$ cat src/hdl/pbs_pkg.sv
`default_nettype none

package pbs_pkg;

    // Fixed geometry of the fields and of the access window.
    localparam int BYTE_BITS       = 8;
    localparam int WORD_BITS       = 32;
    localparam int OFFSET_W        = 16;
    localparam int LEN_W           = 6;
    localparam int VALUE_W         = 32;
    localparam int BOUND_W         = 33;
    localparam int CMD_W           = 2;
    localparam int KIDX_W          = 3;
    // A field of up to 32 bits that starts anywhere in a byte touches at most five bytes.
    localparam int WIN_BITS        = 40;
    // Byte part of a bit offset.
    localparam int BYTE_OFF_W      = OFFSET_W - 3;
    localparam int STORE_BYTES_DEF = 1024;
    // Scale of the reciprocal used to reduce byte addresses modulo the store size.
    localparam int RECIP_SHIFT     = 16;

    typedef enum logic [CMD_W-1:0] {
        CMD_READ_U = 2'd0,
        CMD_READ_S = 2'd1,
        CMD_WRITE  = 2'd2,
        CMD_UNUSED = 2'd3
    } pbs_cmd_code_t;

    typedef enum logic [2:0] {
        ST_IDLE,
        ST_BASE,
        ST_XFER,
        ST_DRAIN,
        ST_EXTRACT,
        ST_CLAMP_LO,
        ST_CLAMP_HI,
        ST_DONE
    } pbs_state_t;

    typedef struct packed {
        logic load;
        logic base_en;
        logic issue;
        logic ext_en;
        logic clo_en;
        logic chi_en;
        logic out_load;
    } pbs_ctrl_t;

    typedef struct packed {
        logic is_read;
        logic is_write;
        logic last_byte;
        logic no_bytes;
    } pbs_status_t;

endpackage

`default_nettype wire

$ cat src/hdl/pbs_ctrl.sv
`default_nettype none

module pbs_ctrl
    import pbs_pkg::*;
(
    input  wire         clk,
    input  wire         rst_n,
    input  wire         in_valid,
    output logic        in_ready,
    output logic        out_valid,
    input  wire         out_ready,
    input  pbs_status_t status,
    output pbs_ctrl_t   cmd
);

    pbs_state_t state_reg;
    pbs_state_t state_next;
    logic       out_valid_reg;
    logic       out_valid_next;

    always_ff @(posedge clk or negedge rst_n)
    begin
        if (!rst_n)
        begin
            state_reg     <= ST_IDLE;
            out_valid_reg <= 1'b0;
        end
        else
        begin
            state_reg     <= state_next;
            out_valid_reg <= out_valid_next;
        end
    end

    always_comb
    begin
        state_next = state_reg;
        cmd        = '0;
        in_ready   = 1'b0;
        unique case (state_reg)
            ST_IDLE:
            begin
                in_ready = 1'b1;
                if (in_valid)
                begin
                    cmd.load   = 1'b1;
                    state_next = ST_BASE;
                end
            end
            ST_BASE:
            begin
                cmd.base_en = 1'b1;
                if ((!status.is_read && !status.is_write) || status.no_bytes)
                begin
                    state_next = status.is_read ? ST_EXTRACT : ST_DONE;
                end
                else
                begin
                    state_next = ST_XFER;
                end
            end
            ST_XFER:
            begin
                cmd.issue = 1'b1;
                if (status.last_byte)
                begin
                    state_next = ST_DRAIN;
                end
            end
            ST_DRAIN:
            begin
                state_next = status.is_read ? ST_EXTRACT : ST_DONE;
            end
            ST_EXTRACT:
            begin
                cmd.ext_en = 1'b1;
                state_next = ST_CLAMP_LO;
            end
            ST_CLAMP_LO:
            begin
                cmd.clo_en = 1'b1;
                state_next = ST_CLAMP_HI;
            end
            ST_CLAMP_HI:
            begin
                cmd.chi_en = 1'b1;
                state_next = ST_DONE;
            end
            ST_DONE:
            begin
                if (!out_valid_reg || out_ready)
                begin
                    cmd.out_load = 1'b1;
                    state_next   = ST_IDLE;
                end
            end
            default:
            begin
                state_next = ST_IDLE;
            end
        endcase
    end

    always_comb
    begin
        if (cmd.out_load)
        begin
            out_valid_next = 1'b1;
        end
        else if (out_ready)
        begin
            out_valid_next = 1'b0;
        end
        else
        begin
            out_valid_next = out_valid_reg;
        end
    end

    assign out_valid = out_valid_reg;

    // A finished result never replaces one that has not been transferred.
    a_no_overwrite: assert property (@(posedge clk) disable iff (!rst_n)
        cmd.out_load |-> (!out_valid_reg || out_ready))
        else $error("result register overwritten before transfer");

    // Field extraction only runs for read commands.
    a_extract_on_read: assert property (@(posedge clk) disable iff (!rst_n)
        cmd.ext_en |-> status.is_read)
        else $error("extraction started for a non-read command");

endmodule

`default_nettype wire

$ cat config.mk
export PLATFORM = sky130hd
export DESIGN_NAME = pbs_ctrl
export DESIGN_NICKNAME = d
export VERILOG_FILES = /design/src/hdl/pbs_pkg.sv /design/src/hdl/pbs_ctrl.sv
export SDC_FILE = /design/constraint.sdc
export NUM_CORES = 1
export LEC_CHECK = 0
export BUFFER_PORTS_ARGS = -buffer_cell sky130_fd_sc_hd__buf_2
export CAP_MARGIN = 20
export CELL_PAD_IN_SITES_DETAIL_PLACEMENT = 1
export CELL_PAD_IN_SITES_GLOBAL_PLACEMENT = 1
export CORE_AREA = 2 2 39 41
export CTS_CLUSTER_SIZE = 14
export DETAILED_ROUTE_END_ITERATION = 12
export DIE_AREA = 0 0 41 43
export PLACE_DENSITY = 0.73
export SETUP_SLACK_MARGIN = 0.4
export SLEW_MARGIN = 20
export SYNTH_ARGS = -nofsm -noshare
export SYNTH_HDL_FRONTEND = slang
export SYNTH_SLANG_ARGS = --single-unit
$ cat constraint.sdc
create_clock -name clk -period 1.6 [get_ports clk]
set_input_delay 0.32 -clock clk [delete_from_list [all_inputs] [get_ports clk]]
set_output_delay 0.32 -clock clk [all_outputs]
set_load 0.01 [all_outputs]
==> impl_metrics.xml, run 1 <==
<?xml version="1.0" encoding="UTF-8"?>
<metrics>
  <group name="worst_setup_path">
    <metric name="worstSetupStartpointType" unit="">register</metric>
    <metric name="beginning_of_the_worst_register_to_register_path" unit="">state_reg[1]$_DFFE_PN0P_</metric>
    <metric name="chain_of_cells_forming_the_critical_path" unit="">buf_6 &gt; nor3b_1 &gt; buf_2</metric>
    <metric name="cp.required" unit="ns">1.28</metric>
    <metric name="timing.reg2reg.setup_slack" unit="ns">0.19</metric>
    <metric name="cpMaxStageDelayCell" unit="">sky130_fd_sc_hd__dfrtp_2</metric>
    <metric name="worstPathArrival" unit="ns">1.25</metric>
    <metric name="timing.setup.critical_path_class" unit="">register to output port</metric>
    <metric name="cp_num_buf_inv" unit="">2</metric>
    <metric name="critical_path.endpoint_type" unit="">output port</metric>
    <metric name="timing.critical_path.slowest_cell_delay" unit="ns">0.47</metric>
    <metric name="critical_path.max_fanout" unit="">7</metric>
    <metric name="worst_r2r_endpoint" unit="">state_reg[1]$_DFFE_PN0P_</metric>
    <metric name="reg2reg_depth" unit="">7</metric>
    <metric name="critical_path.top_delay_family" unit="">flip-flops</metric>
  </group>
  <group name="min_path">
    <metric name="min-delay-path-class" unit="">primary input to async pin</metric>
  </group>
  <group name="cells_and_area">
    <metric name="post_route_cells_drive_above_1_share" unit="%">66.15</metric>
    <metric name="finish.net_count" unit="">75</metric>
    <metric name="mostFrequentLayoutCell" unit="">sky130_fd_sc_hd__buf_2</metric>
    <metric name="instances_no_fill" unit="">81</metric>
    <metric name="area.growth.synth_to_final" unit="%">97.59</metric>
    <metric name="largest_register_ffs" unit="">3</metric>
    <metric name="final_cell_area" unit="um2">615.6</metric>
    <metric name="final_cell_mix" unit="">15 x sky130_fd_sc_hd__buf_2, 5 x sky130_fd_sc_hd__buf_6, 5 x sky130_fd_sc_hd__buf_4</metric>
    <metric name="diodes" unit="">0</metric>
  </group>
  <group name="routing">
    <metric name="drt-vias-per-instance" unit="">4.667</metric>
    <metric name="initialDrtViolationCount" unit="">5</metric>
    <metric name="totalWireLength" unit="um">1076</metric>
    <metric name="routed-via-count" unit="">378</metric>
    <metric name="avgRoutedWirePerCell" unit="um">13.28</metric>
    <metric name="dr.pass1.iters" unit="">4</metric>
    <metric name="drc" unit="">0</metric>
    <metric name="antenna_violating_nets_post_route" unit="">0</metric>
  </group>
  <group name="place">
    <metric name="numPlacedInstances" unit="">69</metric>
    <metric name="io_buffer_count" unit="">16</metric>
    <metric name="replace_congestion" unit="">0.7212</metric>
    <metric name="post-place-ws" unit="ns">0.1864</metric>
    <metric name="place_area" unit="um2">431.7</metric>
    <metric name="detailed_place_hpwl" unit="um">649.4</metric>
  </group>
  <group name="synthesis">
    <metric name="synth_cell_type_count" unit="">22</metric>
    <metric name="synth_seq_area_share" unit="%">32.13</metric>
    <metric name="postSynthCellCount" unit="">37</metric>
    <metric name="asyncSetResetFlopFracSynth" unit="%">100.0</metric>
    <metric name="number_of_synthesized_flops_with_an_enable_pin" unit="">0</metric>
    <metric name="yosys_register_bits" unit="">4</metric>
    <metric name="synth_top_flop_cell" unit="">sky130_fd_sc_hd__dfrtp_1</metric>
    <metric name="post_synth_main_area_contributors" unit="">sky130_fd_sc_hd__dfrtp_1 32%, sky130_fd_sc_hd__nor3b_1 7.2%, sky130_fd_sc_hd__o32ai_2 5.2%</metric>
    <metric name="postSynthAreaPerCell" unit="um2">8.420</metric>
    <metric name="synth_top_area_share" unit="%">32.13</metric>
    <metric name="synth.cell_area" unit="um2">311.5</metric>
    <metric name="synth_largest_area_cell" unit="">sky130_fd_sc_hd__dfrtp_1</metric>
    <metric name="synthesis.nets" unit="">45</metric>
    <metric name="yosys_warnings" unit="">0</metric>
  </group>
  <group name="floorplanning">
    <metric name="design.die.area" unit="um2">1763</metric>
    <metric name="floorplan.die.height" unit="um">43</metric>
    <metric name="io-pin-count" unit="">17</metric>
    <metric name="core-area" unit="um2">1384</metric>
    <metric name="floorplan.die.width" unit="um">41</metric>
    <metric name="starting_density_of_the_core" unit="%">22.51</metric>
    <metric name="row_count" unit="">14</metric>
  </group>
  <group name="timing">
    <metric name="setup_tns" unit="ns">0</metric>
    <metric name="max_slew_margin" unit="%">79.85</metric>
    <metric name="final_critical_path_setup_slack" unit="ns">0.03492</metric>
    <metric name="clock.fmax" unit="MHz">638.9</metric>
    <metric name="grt_setup_unrepaired" unit="">true</metric>
    <metric name="portion_of_the_clock_cycle_consumed_by_the_worst_path_in_the_final_layout" unit="%">97.82</metric>
    <metric name="finalClockSkew" unit="ns">0.003747</metric>
    <metric name="finalMaxSlewViolations" unit="">0</metric>
    <metric name="worst_pin_slew" unit="ns">0.2995</metric>
    <metric name="timing.final.crit_period" unit="ns">1.565</metric>
    <metric name="hold_violations" unit="">0</metric>
    <metric name="setup_viol" unit="">0</metric>
  </group>
  <group name="clocking">
    <metric name="clk-insertion-delay-late" unit="ns">0.23</metric>
    <metric name="tritoncts.num_buffers" unit="">3</metric>
    <metric name="clk_pin_slew" unit="ns">0.04</metric>
    <metric name="number_of_clock_sinks_seen_by_cts" unit="">4</metric>
    <metric name="ctsHtreeMaxLevel" unit="">1</metric>
    <metric name="clockBufferDepth" unit="">2</metric>
    <metric name="tritoncts" unit="">yes</metric>
    <metric name="cts_root_buf" unit="">sky130_fd_sc_hd__clkbuf_4</metric>
  </group>
  <group name="flow_run">
    <metric name="max-cap-violations" unit="">0</metric>
  </group>
  <group name="global_routing">
    <metric name="globalRouteTotalUtil" unit="%">14.39</metric>
    <metric name="via_count_of_the_first_global_routing_pass" unit="">402</metric>
    <metric name="grt_remaining_overflow" unit="">0</metric>
    <metric name="grt_pass1_wl" unit="um">1718</metric>
    <metric name="grt_antenna_before_repair" unit="">0</metric>
    <metric name="grt_max_degree" unit="">8</metric>
  </group>
  <group name="power_and_ir_drop">
    <metric name="power.density" unit="nW/um2">2092</metric>
    <metric name="max-vdd-ir-drop" unit="mV">0.7180</metric>
    <metric name="leakage" unit="nW">0.2952</metric>
    <metric name="totalPowerFinal" unit="W">0.001288</metric>
  </group>
  <group name="outcome">
    <metric name="run_status" unit="">complete, no violations</metric>
  </group>
</metrics>
-- synth_stat cells, types with 2 or more instances --
| cell | count |
|---|---|
| sky130_fd_sc_hd__o21a_1 | 2 |
| sky130_fd_sc_hd__buf_2 | 2 |
| sky130_fd_sc_hd__nor3b_1 | 3 |
| sky130_fd_sc_hd__a21oi_1 | 2 |
| sky130_fd_sc_hd__dfrtp_1 | 4 |
| sky130_fd_sc_hd__nand2_1 | 3 |
| sky130_fd_sc_hd__nor2_1 | 3 |
| sky130_fd_sc_hd__o31ai_1 | 2 |
| sky130_fd_sc_hd__nor3_1 | 3 |
-- cell families after synthesis --
family | after synthesis | share of synthesized area [%]
AO/OA/AOI/OAI | 9 | 22.89
buffers and inverters | 5 | 10.44
flip-flops | 4 | 32.13
AND/OR/NAND/NOR | 19 | 34.54
-- worst max path at each step --
stage	from	to	slack (ns)	cells after the start
6_report	state_reg[0]$_DFFE_PN0P_	cmd[4]	0.03	3
5_1_grt	state_reg[0]$_DFFE_PN0P_	cmd[4]	-0.01	3
4_1_cts	state_reg[1]$_DFFE_PN0P_	cmd[5]	0.09	4
3_5_place_dp	state_reg[2]$_DFFE_PN0P_	cmd[1]	0.19	3
3_3_place_gp	state_reg[2]$_DFFE_PN0P_	cmd[1]	0.20	3
2_1_floorplan	state_reg[0]$_DFFE_PN0P_	cmd[6]	0.35	3
-- per-stage QoR --
step / hold WS (ns) / utilization (%)
after CTS: 0.4132 / 41.41
after global routing: 0.4413 / 44.48
after global placement: 0.1276 / 31.19
final: 0.4216 / 44.48
after floorplan: 0.02441 / -
after detailed placement: 0.1296 / 31.19
-- routing by layer --
metal	routed length, um	track usage (%)	vias to the layer above	part of all wire (%)
li1	-	-	190	-
met1	441	16.50	182	41
met2	610	23.13	6	57
met3	23	1.571	0	2.1
met4	0	10.00	0	0
met5	0	0	-	0
-- power breakdown --
group | switching (W) | internal, W | total (W)
Sequential | 0.0000954 | 0.000161 | 0.000256
Combinational | 0.000382 | 0.000525 | 0.000907
Clock | 0.0000409 | 0.0000839 | 0.000125
-- area by class of cell --
type | count | area [um2]
Clock buffer | 3 | 22.52
Fill cell | 172 | 768.2
Inverter | 1 | 3.754
Multi-Input combinational cell | 28 | 231.5
Sequential cell | 4 | 103.9
Tap cell | 16 | 20.02
Timing Repair Buffer | 29 | 234.0
-- repair_timing --
action,CTS,global route
hold buffers,1,0
pin swaps,4,4
hold endpoints to repair,4,0
resized for setup,11,7
endpoints found under the setup margin,10,10
buffers inserted,6,2
(Power assumes the default switching activity.)
==> run 2: changes to the inputs <==
PLACE_DENSITY = 0.75   (was 0.73)
clock period = 1.26 ns   (was 1.6 ns; I/O delays follow)
==> impl_metrics.xml, run 2 (synthesis gave the netlist of run 1 again) <==
<?xml version="1.0" encoding="UTF-8"?>
<metrics>
  <group name="outcome">
    <metric name="run_status" unit="">complete, but fails checks</metric>
    <metric name="violated_checks" unit="">negative setup slack</metric>
  </group>
  <group name="place">
    <metric name="io_buffer_count" unit="">16</metric>
    <metric name="place_area" unit="um2">466.7</metric>
    <metric name="detailed_place_hpwl" unit="um">696.3</metric>
    <metric name="replace_congestion" unit="">0.7382</metric>
  </group>
  <group name="cells_and_area">
    <metric name="finish.net_count" unit="">76</metric>
    <metric name="mostFrequentLayoutCell" unit="">sky130_fd_sc_hd__buf_2</metric>
    <metric name="final_cell_mix" unit="">15 x sky130_fd_sc_hd__buf_2, 8 x sky130_fd_sc_hd__buf_6, 6 x sky130_fd_sc_hd__buf_4</metric>
    <metric name="layout.area.seq" unit="um2">102.6</metric>
    <metric name="largest_register_ffs" unit="">3</metric>
    <metric name="post_route_cells_drive_above_1_share" unit="%">69.70</metric>
    <metric name="area.growth.synth_to_final" unit="%">94.78</metric>
    <metric name="diodes" unit="">0</metric>
    <metric name="final_cell_area" unit="um2">606.8</metric>
    <metric name="fillers" unit="">167</metric>
    <metric name="multi_input_area" unit="um2">237.7</metric>
  </group>
  <group name="timing">
    <metric name="finalClockSkew" unit="ns">0.00002530</metric>
    <metric name="max_slew_margin" unit="%">79.43</metric>
    <metric name="worst_pin_slew" unit="ns">0.3058</metric>
    <metric name="setup_viol" unit="">10</metric>
    <metric name="timing.final.crit_period" unit="ns">1.417</metric>
    <metric name="grt_setup_unrepaired" unit="">true</metric>
    <metric name="finalMaxSlewViolations" unit="">0</metric>
    <metric name="portion_of_the_clock_cycle_consumed_by_the_worst_path_in_the_final_layout" unit="%">112.5</metric>
    <metric name="clock.fmax" unit="MHz">705.7</metric>
    <metric name="hold_violations" unit="">0</metric>
    <metric name="final_critical_path_setup_slack" unit="ns">-0.1570</metric>
  </group>
  <group name="clocking">
    <metric name="ctsHtreeMaxLevel" unit="">1</metric>
    <metric name="cts_root_buf" unit="">sky130_fd_sc_hd__clkbuf_4</metric>
    <metric name="clk_pin_slew" unit="ns">0.03</metric>
    <metric name="tritoncts" unit="">yes</metric>
    <metric name="number_of_clock_sinks_seen_by_cts" unit="">4</metric>
    <metric name="clockBufferDepth" unit="">2</metric>
    <metric name="tritoncts.num_buffers" unit="">3</metric>
    <metric name="clk-insertion-delay-late" unit="ns">0.23</metric>
  </group>
  <group name="flow_run">
    <metric name="max-cap-violations" unit="">0</metric>
  </group>
  <group name="floorplanning">
    <metric name="design.die.area" unit="um2">1763</metric>
    <metric name="core-area" unit="um2">1384</metric>
    <metric name="row_count" unit="">14</metric>
    <metric name="starting_density_of_the_core" unit="%">22.51</metric>
    <metric name="floorplan.die.height" unit="um">43</metric>
    <metric name="floorplan.die.width" unit="um">41</metric>
    <metric name="io-pin-count" unit="">17</metric>
  </group>
  <group name="global_routing">
    <metric name="grt_pass1_wl" unit="um">1449</metric>
    <metric name="grt_remaining_overflow" unit="">0</metric>
    <metric name="via_count_of_the_first_global_routing_pass" unit="">365</metric>
    <metric name="grt_antenna_before_repair" unit="">0</metric>
    <metric name="grt_max_degree" unit="">9</metric>
    <metric name="globalRouteTotalUtil" unit="%">11.87</metric>
  </group>
  <group name="worst_setup_path">
    <metric name="critical_path.max_fanout" unit="">6</metric>
    <metric name="timing.setup.critical_path_class" unit="">register to output port</metric>
    <metric name="cp.required" unit="ns">1.01</metric>
    <metric name="beginning_of_the_worst_register_to_register_path" unit="">state_reg[2]$_DFFE_PN0P_</metric>
    <metric name="worstSetupStartpointType" unit="">register</metric>
    <metric name="critPathLaunch" unit="">state_reg[0]$_DFFE_PN0P_</metric>
    <metric name="critical_path.endpoint_type" unit="">output port</metric>
    <metric name="worstPathArrival" unit="ns">1.16</metric>
  </group>
  <group name="power_and_ir_drop">
    <metric name="max-vdd-ir-drop" unit="mV">0.8826</metric>
    <metric name="leakage" unit="nW">0.2865</metric>
    <metric name="power.density" unit="nW/um2">2534</metric>
    <metric name="totalPowerFinal" unit="W">0.001538</metric>
  </group>
  <group name="routing">
    <metric name="drt-vias-per-instance" unit="">4.963</metric>
    <metric name="avgRoutedWirePerCell" unit="um">12.43</metric>
    <metric name="antenna_violating_nets_post_route" unit="">0</metric>
    <metric name="routed-via-count" unit="">407</metric>
    <metric name="totalWireLength" unit="um">1019</metric>
    <metric name="dr.pass1.iters" unit="">2</metric>
    <metric name="initialDrtViolationCount" unit="">5</metric>
    <metric name="drc" unit="">0</metric>
  </group>
  <group name="min_path">
    <metric name="min-delay-path-class" unit="">primary input to async pin</metric>
  </group>
</metrics>
[run 2: final cells by class]
type                       count  area share [%]
tap                           16           3.299
clock buffer                   3           3.711
multi-input combinational     28           39.18
sequential                     4           16.91
inverter                       1          0.6186
timing repair buffer          30           36.29
[run 2: report_power, final]
group,switching (W),internal [W]
Combinational,0.000480,0.000599
Sequential,0.000108,0.000201
Clock,0.0000448,0.000106
Total,0.000632,0.000906
[run 2: final timing paths]
kind	to	slack (ns)	depth (start not counted)
max	cmd[6]	-0.16	4
min	out_valid$_DFFE_PN0P_	0.36	2
max reg2reg	state_reg[0]$_DFFE_PN0P_	-0.05	4
min reg2reg	out_valid$_DFFE_PN0P_	0.68	3
max in group asynchronous	state_reg[2]$_DFFE_PN0P_	0.78	2
min in group clk	state_reg[0]$_DFFE_PN0P_	0.38	4
[run 2: per-stage QoR]
stage / utilization (%) / TNS [ns] / hold slack (ns) / worst slack (ns) / cells
2_1_floorplan: - / 0 / -0.04359 / 0.08648 / 37
3_3_place_gp: 33.73 / 0 / 0.06122 / 0.02078 / 73
3_5_place_dp: 33.73 / -0.01737 / 0.06091 / -0.01298 / 73
4_1_cts: 39.06 / -1.085 / 0.3582 / -0.1752 / 78
5_1_grt: 43.85 / -1.572 / 0.3851 / -0.2233 / 82
6_report: 43.85 / -1.025 / 0.3560 / -0.1570 / 82
[run 2: critical path: stages (launching register included)]
cell,delay (ns)
sky130_fd_sc_hd__dfrtp_2,0.44
sky130_fd_sc_hd__buf_6,0.14
sky130_fd_sc_hd__nor3_4,0.11
sky130_fd_sc_hd__and2_4,0.16
sky130_fd_sc_hd__buf_6,0.09
[run 2: what timing repair did]
action | CTS | global route
hold endpoints to repair | 4 | 0
setup buffers | 1 | 4
resized for setup | 9 | 10
hold buffers | 1 | 0
endpoints found under the setup margin | 13 | 13
pin swaps | 2 | 3
[run 2: layer usage]
metal | track usage (%) | wire length (um)
met4 | 6.000 | 16
met3 | 3.141 | 31
met5 | 0 | 0
met1 | 13.92 | 412
met2 | 18.75 | 558
==> run 3: changes to the inputs <==
--- a/config.mk
+++ b/config.mk
@@ -12,6 +12,5 @@
 export CORE_AREA = 2 2 39 41
-export CTS_CLUSTER_SIZE = 14
 export DETAILED_ROUTE_END_ITERATION = 12
 export DIE_AREA = 0 0 41 43
-export PLACE_DENSITY = 0.75
+export PLACE_DENSITY = 0.73
 export SETUP_SLACK_MARGIN = 0.4
==> constraint.sdc (replaced) <==
create_clock -name clk -period 1.8 [get_ports clk]
set_input_delay 0.09 -clock clk [delete_from_list [all_inputs] [get_ports clk]]
set_output_delay 0.09 -clock clk [all_outputs]
set_load 0.01 [all_outputs]
==> impl_metrics.xml, run 3 (synthesis gave the netlist of run 1 again) <==
<?xml version="1.0" encoding="UTF-8"?>
<metrics>
  <group name="outcome">
    <metric name="run_status" unit="">complete, no violations</metric>
  </group>
  <group name="floorplanning">
    <metric name="floorplan.die.height" unit="um">43</metric>
    <metric name="io-pin-count" unit="">17</metric>
    <metric name="row_count" unit="">14</metric>
    <metric name="core-area" unit="um2">1384</metric>
    <metric name="design.die.area" unit="um2">1763</metric>
    <metric name="floorplan.die.width" unit="um">41</metric>
    <metric name="starting_density_of_the_core" unit="%">22.51</metric>
  </group>
  <group name="place">
    <metric name="numPlacedInstances" unit="">65</metric>
    <metric name="post-place-ws" unit="ns">0.5040</metric>
    <metric name="detailed_place_hpwl" unit="um">574.5</metric>
    <metric name="io_buffer_count" unit="">16</metric>
    <metric name="replace_congestion" unit="">0.7134</metric>
  </group>
  <group name="routing">
    <metric name="drc" unit="">0</metric>
    <metric name="routed-via-count" unit="">362</metric>
    <metric name="antenna_violating_nets_post_route" unit="">0</metric>
    <metric name="totalWireLength" unit="um">860</metric>
    <metric name="dr.pass1.iters" unit="">2</metric>
    <metric name="avgRoutedWirePerCell" unit="um">11.47</metric>
    <metric name="initialDrtViolationCount" unit="">1</metric>
    <metric name="drt-vias-per-instance" unit="">4.827</metric>
  </group>
  <group name="timing">
    <metric name="finalClockSkew" unit="ns">0.004095</metric>
    <metric name="max_slew_margin" unit="%">79.85</metric>
    <metric name="portion_of_the_clock_cycle_consumed_by_the_worst_path_in_the_final_layout" unit="%">72.68</metric>
    <metric name="final_critical_path_setup_slack" unit="ns">0.4917</metric>
    <metric name="grt_setup_unrepaired" unit="">false</metric>
    <metric name="worst_pin_slew" unit="ns">0.2994</metric>
    <metric name="hold_violations" unit="">0</metric>
    <metric name="finalMaxSlewViolations" unit="">0</metric>
    <metric name="timing.final.crit_period" unit="ns">1.308</metric>
    <metric name="setup_viol" unit="">0</metric>
    <metric name="clock.fmax" unit="MHz">764.3</metric>
    <metric name="setup_tns" unit="ns">0</metric>
  </group>
  <group name="cells_and_area">
    <metric name="instances_no_fill" unit="">75</metric>
    <metric name="mostFrequentLayoutCell" unit="">sky130_fd_sc_hd__buf_2</metric>
    <metric name="final_cell_mix" unit="">16 x sky130_fd_sc_hd__buf_2, 6 x sky130_fd_sc_hd__buf_4</metric>
    <metric name="area.growth.synth_to_final" unit="%">49.80</metric>
    <metric name="multi_input_area" unit="um2">181.4</metric>
    <metric name="diodes" unit="">0</metric>
    <metric name="layout.area.seq" unit="um2">103.9</metric>
    <metric name="fillers" unit="">177</metric>
    <metric name="finish.net_count" unit="">69</metric>
    <metric name="largest_register_ffs" unit="">3</metric>
    <metric name="post_route_cells_drive_above_1_share" unit="%">50.85</metric>
  </group>
  <group name="worst_setup_path">
    <metric name="worstSetupEndpoint" unit="">state_reg[0]$_DFFE_PN0P_</metric>
    <metric name="worstSetupStartpointType" unit="">register</metric>
    <metric name="number_of_cells_on_the_critical_path" unit="">4</metric>
    <metric name="timing.reg2reg.setup_slack" unit="ns">0.49</metric>
    <metric name="cp.required" unit="ns">1.93</metric>
    <metric name="cp_num_buf_inv" unit="">1</metric>
    <metric name="worstPathArrival" unit="ns">1.44</metric>
    <metric name="critical_path.endpoint_type" unit="">register</metric>
    <metric name="beginning_of_the_worst_register_to_register_path" unit="">state_reg[2]$_DFFE_PN0P_</metric>
    <metric name="cpMaxStageDelayCell" unit="">sky130_fd_sc_hd__dfrtp_2</metric>
    <metric name="critical_path.max_fanout" unit="">10</metric>
    <metric name="timing.setup.critical_path_class" unit="">register to register</metric>
    <metric name="critical_path.top_delay_family" unit="">flip-flops</metric>
    <metric name="worst_r2r_endpoint" unit="">state_reg[0]$_DFFE_PN0P_</metric>
    <metric name="critPathLaunch" unit="">state_reg[2]$_DFFE_PN0P_</metric>
    <metric name="chain_of_cells_forming_the_critical_path" unit="">buf_4 &gt; and4b_1 &gt; o21a_1 &gt; o32ai_2</metric>
    <metric name="timing.critical_path.slowest_cell_delay" unit="ns">0.46</metric>
    <metric name="reg2reg_depth" unit="">4</metric>
  </group>
  <group name="global_routing">
    <metric name="via_count_of_the_first_global_routing_pass" unit="">331</metric>
    <metric name="grt_pass1_wl" unit="um">1338</metric>
    <metric name="grt_antenna_before_repair" unit="">0</metric>
    <metric name="globalRouteTotalUtil" unit="%">10.91</metric>
    <metric name="grt_remaining_overflow" unit="">0</metric>
    <metric name="grt_max_degree" unit="">16</metric>
  </group>
  <group name="clocking">
    <metric name="clk_pin_slew" unit="ns">0.04</metric>
    <metric name="clk-insertion-delay-late" unit="ns">0.23</metric>
    <metric name="clockBufferDepth" unit="">2</metric>
    <metric name="number_of_clock_sinks_seen_by_cts" unit="">4</metric>
    <metric name="tritoncts" unit="">yes</metric>
    <metric name="ctsHtreeMaxLevel" unit="">1</metric>
    <metric name="tritoncts.num_buffers" unit="">3</metric>
    <metric name="cts_root_buf" unit="">sky130_fd_sc_hd__clkbuf_4</metric>
  </group>
  <group name="power_and_ir_drop">
    <metric name="max-vdd-ir-drop" unit="mV">0.7094</metric>
    <metric name="power.density" unit="nW/um2">1711</metric>
    <metric name="leakage" unit="nW">0.2278</metric>
  </group>
  <group name="flow_run">
    <metric name="max-cap-violations" unit="">0</metric>
  </group>
  <group name="min_path">
    <metric name="min-delay-path-class" unit="">primary input to async pin</metric>
  </group>
</metrics>
[run 3: through the flow]
stage	power (W)	hold slack [ns]	instance area [um2]	utilization, %
final	0.0007987	0.1913	466.7	33.73
after global routing	0.0008860	0.2045	466.7	33.73
after detailed placement	0.0005832	-0.1010	382.9	27.67
after CTS	0.0007087	0.1818	419.2	30.29
after floorplan	0.0005071	-0.2056	311.5	-
after global placement	0.0005742	-0.09968	382.9	27.67
[run 3: worst min-delay path by stage]
stage,start,to,slack [ns]
2_1_floorplan,rst_n,out_valid$_DFFE_PN0P_,-0.21
3_3_place_gp,rst_n,state_reg[1]$_DFFE_PN0P_,-0.1
3_5_place_dp,rst_n,state_reg[1]$_DFFE_PN0P_,-0.10
4_1_cts,rst_n,out_valid$_DFFE_PN0P_,0.18
5_1_grt,rst_n,out_valid$_DFFE_PN0P_,0.20
6_report,rst_n,out_valid$_DFFE_PN0P_,0.19
[run 3: cell type report]
class                   instances  area share, %
inverters                       1         0.8043
multi-input cells              28          38.87
clock buffers                   3          4.826
flip-flops and latches          4          22.25
well taps                      16          4.290
repair buffers                 23          28.95
[run 3: power breakdown]
part	leakage, nW	total (W)	internal, W	switching [W]
clock	0.0138	0.000106	0.0000742	0.0000322
sequential	0.0433	0.000234	0.000143	0.0000904
combinational	0.171	0.000459	0.000246	0.000213
total	0.228	0.000799	0.000463	0.000336
[run 3: metal layers]
layer	share of wire [%]	wire length, um	vias up	global-route usage [%]
met5	0	0	-	0
met4	0	0	0	2.000
met3	5.3	46	0	6.283
met2	53	455	9	17.50
met1	42	358	173	12.13
li1	-	-	180	-
[run 3: timing repair]
item | 4_1_cts | 5_1_grt
hold buffers | 1 | 0
setup buffers | 0 | 6
gates resized for setup | 3 | 1
endpoints found under the hold margin | 4 | 0
setup endpoints to repair | 1 | 2
